===== config.mk =====
export PLATFORM = sky130hd
export DESIGN_NAME = lagalloc_cfg
export DESIGN_NICKNAME = d
export VERILOG_FILES = /design/src/rtl/core/lagalloc_pkg.sv /design/src/rtl/core/lagalloc_cfg.sv
export SDC_FILE = /design/constraint.sdc
export NUM_CORES = 1
export LEC_CHECK = 0
export BUFFER_PORTS_ARGS = -buffer_cell sky130_fd_sc_hd__buf_4
export CORE_MARGIN = 1.5
export CORE_UTILIZATION = 35
export CTS_CLUSTER_SIZE = 8
export DETAILED_ROUTE_END_ITERATION = 10
export MAX_ROUTING_LAYER = met4
export PLACE_DENSITY = 0.72
export SLEW_MARGIN = 40
export SYNTH_ARGS = -nofsm -noshare
export SYNTH_HDL_FRONTEND = slang
export SYNTH_SLANG_ARGS = --single-unit

===== constraint.sdc =====
create_clock -name clk_i -period 2.7 [get_ports clk_i]
set_input_delay 0.54 -clock clk_i [delete_from_list [all_inputs] [get_ports clk_i]]
set_output_delay 0.54 -clock clk_i [all_outputs]
set_load 0.02 [all_outputs]

===== src/rtl/core/lagalloc_pkg.sv =====
`timescale 1ns / 1ps
package lagalloc_pkg;
  localparam int MaxEntries = 32;
  localparam int IdxW = $clog2(MaxEntries);
  localparam int CntW = $clog2(MaxEntries + 1);
  localparam int BytesW = 40;

  typedef struct packed {
    logic        is_image;
    logic [3:0]  kind;
    logic [39:0] byte_size;
    logic [15:0] img_width;
    logic [15:0] img_height;
    logic [15:0] pixel_format;
    logic [6:0]  samples;
    logic [11:0] first_use;
    logic [11:0] last_use;
    logic        final_decl;
  } in_word_t;

  typedef struct packed {
    logic [4:0]  res_index;
    logic [4:0]  group_index;
    logic [39:0] group_bytes;
    logic        last_result;
    logic        dropped_any;
  } out_word_t;

  typedef struct packed {
    logic [3:0]  kind;
    logic [15:0] fmt;
    logic [11:0] last_use;
    logic [11:0] first_use;
  } attrs_t;

  typedef struct packed {
    logic [BytesW-1:0] bytes;
    attrs_t            attrs;
    logic [31:0]       dims;
  } entry_t;

  typedef struct packed {
    logic        enable_aliasing;
    logic        require_same_type;
    logic        require_same_format;
    logic        require_same_dims;
    logic [39:0] min_share_bytes;
  } cfg_t;

  typedef enum logic [3:0] {
    StLoad, StMul1, StMul2, StPick, StPickRd, StGrp, StScan, StScanRd,
    StPlace, StOutRd, StOutGrp, StOut, StWait
  } state_e;

  localparam logic [2:0] RegEnable = 3'd0;
  localparam logic [2:0] RegType   = 3'd1;
  localparam logic [2:0] RegFormat = 3'd2;
  localparam logic [2:0] RegDims   = 3'd3;
  localparam logic [2:0] RegMin    = 3'd4;
endpackage


===== src/rtl/core/lagalloc_cfg.sv =====
`timescale 1ns / 1ps
module lagalloc_cfg (
  input  logic                clk_i,
  input  logic                rst_ni,
  input  logic                psel,
  input  logic                penable,
  input  logic                pwrite,
  input  logic [5:0]          paddr,
  input  logic [63:0]         pwdata,
  output logic [63:0]         prdata,
  output logic                pready,
  output lagalloc_pkg::cfg_t  cfg_o
);
  lagalloc_pkg::cfg_t cfg_q;
  logic [2:0] reg_idx;
  assign reg_idx = paddr[5:3];
  assign pready = 1'b1;
  assign cfg_o = cfg_q;

  always_ff @(posedge clk_i or negedge rst_ni) begin
    if (!rst_ni) begin
      cfg_q <= '{enable_aliasing: 1'b1, require_same_type: 1'b1,
                 require_same_format: 1'b0, require_same_dims: 1'b0,
                 min_share_bytes: '0};
    end else if (psel && penable && pwrite) begin
      case (reg_idx)
        lagalloc_pkg::RegEnable: cfg_q.enable_aliasing <= pwdata[0];
        lagalloc_pkg::RegType:   cfg_q.require_same_type <= pwdata[0];
        lagalloc_pkg::RegFormat: cfg_q.require_same_format <= pwdata[0];
        lagalloc_pkg::RegDims:   cfg_q.require_same_dims <= pwdata[0];
        lagalloc_pkg::RegMin:    cfg_q.min_share_bytes <= pwdata[39:0];
        default: ;
      endcase
    end
  end

  always_comb begin
    prdata = '0;
    case (reg_idx)
      lagalloc_pkg::RegEnable: prdata[0] = cfg_q.enable_aliasing;
      lagalloc_pkg::RegType:   prdata[0] = cfg_q.require_same_type;
      lagalloc_pkg::RegFormat: prdata[0] = cfg_q.require_same_format;
      lagalloc_pkg::RegDims:   prdata[0] = cfg_q.require_same_dims;
      lagalloc_pkg::RegMin:    prdata[39:0] = cfg_q.min_share_bytes;
      default: prdata = '0;
    endcase
  end
endmodule


After elaboration in Yosys (flattened, before gate mapping) --
Index checks and enable logic that the tools add are counted. W data, S select, Z words.
Storage, ports and cells: register bits after elaboration 44, input port bits 75, output and inout port bits 109, word-level logic and storage cells 19
Cells by class: equal/unequal tests 4, multiplexer cells 2, reductions and logical operators 8
Operator list (count):
- $mux W39 | 1
- $reduce_and A2 Y1 | 5
- $eq A3 B2 Y1 const B | 2
- $pmux W1 S5 | 1
- $eq A3 B1 Y1 const B | 1
- $eq A3 B3 Y1 const B | 1
- $logic_not A3 Y1 | 1
- $logic_and A1 B1 Y1 | 2

Longest topological paths before layout --
word-level depth 3, mapped depth 6, mapped depth without buffers 3

Worst setup path before layout --
Ideal clock, no wire load.
kind input to output, from input port paddr[3], to output port prdata[1], data arrival time 1.345 ns, data required time 2.160 ns, setup slack 0.815 ns, stages 4, path buffers 2, path through buf_6 > nor3b_4 > clkbuf_1 > and2_1
On the way: word-level cells in the longest chain between the ends 2
Ends and longest elaborated chain:
- from (decl) | line lagalloc_cfg.sv:8 | input logic [5:0] paddr,
- $eq A3 B3 Y1 | line lagalloc_cfg.sv:39 | case (reg_idx)
- $mux W39 | line lagalloc_cfg.sv:39
- to (decl) | line lagalloc_cfg.sv:10 | output logic [63:0] prdata,
Every way passes these cells.

Worst setup path after layout --
from input port paddr[5], to output port prdata[0]
On the way: word-level cells in the longest chain between the ends 2
Ends and longest elaborated chain (line):
- $eq A3 B3 Y1 (tied with other cells) | lagalloc_cfg.sv:39
- $pmux W1 S5 * | lagalloc_cfg.sv:39
Every way passes the cells marked *; elsewhere a longest branch is shown, timed or not.

==> run metrics <==
status=complete, no violations; CP Capture Type=primary output; NumNets Final=383; CP Max Fanout=21; Least-Margin Pin Slew=0.553 ns; sw power=682 µW; Static Leak=0.00182 µW; DP Area=0.00330 mm²; die width=86.0 µm; Max rail drop VDD=0.000309 V; WL met1=2020 µm; CP cell instances=buf_4 -> nor3b_4 -> buf_4 -> a211o_1 -> buf_4; unrepaired setup endpoints after global routing=false; fillers=608; delay-heaviest family, CP=buffers and inverters; die span in y=86.0 µm; first-pass GRT wire length=7770 µm; final hold violation count=0; Final Skew=0 ns; post_cts resized=0; Pre-antenna DRT Iters=4; Fmax=497 MHz; library cells used by synthesis=20; worst rel slew slack=0.631; dpl cells=381; Flop pwr share=0.410; P_int=1500 µW; Critical Path AT=1.47 ns; CTS Buffer Depth=2; # IOs=184; sequential-to-total area share from yosys stat=0.458; placer congestion estimate=0.688; Mapped Avg Cell Area=13.5 µm²; final instance area=0.00343 mm²; area leader, netlist=dfrtp_1; grt ovf=0; cell with the most instances after synthesis=dfrtp_1; PwrDens=636 mW/mm²; Setup TNS=0 ns; Post-CTS Setup Bufs=0; Worst path most repeated cell=buf_4; Worst-path clk slew=0.09 ns; clk_lat worst skew=0.28 ns; Detail Route Antenna Nets=0; Comb pwr share=0.350; Rows=30; R2R setup slack=1.90 ns; part of the power in the clock network=0.240; CP Buf/Inv Count=3; Synth top area share=0.436; Ys Warns=0; max reg flops=44; switching part of the total power=0.313; vias in the first global route=1585; Starting Density=0.358; DR WL met3=384 µm; DR WL/cell=12.8 µm; Via density=4.41; Ant. Diodes=0; CP Class=input pin to primary output; top post-synthesis cells by count=dfrtp_1, mux2_4, and2_1; total track usage=0.137; hold crit path type=input pin to asynchronous set/reset pin; initial antenna violation count=0; #FFs+latches synth=44; Top FF cell, synth=dfrtp_1; asr flop ratio synth=1.00; routed vias=1716; DR top layer=met4; CP Launch Type=input pin; post-layout util=0.510; WL met2=2560 µm; Mapped Area=0.00241 mm²; port bufs=131; Post-Route WL=5000 µm; Tcrit/Tclk final=0.745; Worst path slowest cell=a211o_1; Tot Pwr=2180 µW; fin cells=389; CTS Buf Count=5; Synth Instances=178; Max Slew Vio Count=0; layout cells sized above 1=0.618; largest net degree at the start of global routing=45; maxcap violations=0; hpwl dp=3780 µm; CTS tree=built; Post-synth EDFFs=0; Worst EP required=2.16 ns; Root Driver=clkbuf_8; Residual DRC=0; final setup vio count=0; Core Area=0.00672 mm²; Area Growth Syn to Fin=42.2%; DIE AREA=0.00739 mm²; minimum clock period=2.01 ns; delay of the slowest critical-path stage=0.31 ns; initial DRC count=27; H-tree levels=2; top cells by area, synth=dfrtp_1, mux2_4, and2_1; CTS Sinks=44; Hold Buf Count CTS=0
[logic make-up after synthesis]
group                  after synthesis  share of synthesized area
AOI/OAI and AO/OA                    1                    0.00364
DFF                                 44                      0.458
and+or+nand+nor                     50                      0.132
other                                2                    0.00312
muxes                               46                      0.276
buffers and inverters               35                      0.127
[cells in the final DEF (no fill, tap or decap), types with 2 or more instances in the layout]
master	Yosys	layout
conb_1	2	25
buf_4	25	135
and2_1	39	39
mux2i_1	2	2
nor3_1	3	3
clkbuf_8	0	6
mux2_2	4	4
nor2_1	2	2
mux2_4	40	40
dfrtp_1	42	42
dfstp_2	2	2
[final cells by class]
class / count / area (µm²) / share of cell area
clock buffer: 6 / 82.6 / 0.0241
clock inverter: 2 / 38.8 / 0.0113
multi-input combinational: 122 / 1090 / 0.317
sequential: 44 / 1100 / 0.322
tap: 80 / 100 / 0.0292
timing repair buffer: 135 / 1010 / 0.296
[through the flow]
step	hold slack [ns]	worst slack (ns)
after floorplan	0.244	0.815
after global placement	0.511	0.513
after detailed placement	0.512	0.471
after CTS	0.240	0.677
after global routing	0.264	0.653
final	0.235	0.689
[metal layers]
layer / up-vias / global-route usage
met5: - / -
met4: 0 / 0.0352
met3: 2 / 0.0327
met2: 94 / 0.233
met1: 820 / 0.164
li1: 800 / -
[final timing paths]
kind	startpoint	endpoint	cells past startpoint
max in group asynchronous	rst_ni	cfg_o[43]	1
worst max-delay path	paddr[5]	prdata[0]	5
worst min register to register	cfg_o[27]	cfg_o[27]	1
worst max register to register	cfg_o[12]	cfg_o[12]	1
worst min-delay path	rst_ni	cfg_o[24]	1
min in group clk_i	pwdata[17]	cfg_o[17]	2
[power by group through the flow]
stage | clock network [µW] | registers [µW] | logic [µW]
after CTS | 554 | 896 | 771
after floorplan | 0 | 1050 | 303
final | 524 | 893 | 763
after global placement | 0 | 900 | 758
after global routing | 581 | 917 | 807
after detailed placement | 0 | 905 | 769
Power figures use the tool's default switching activity.
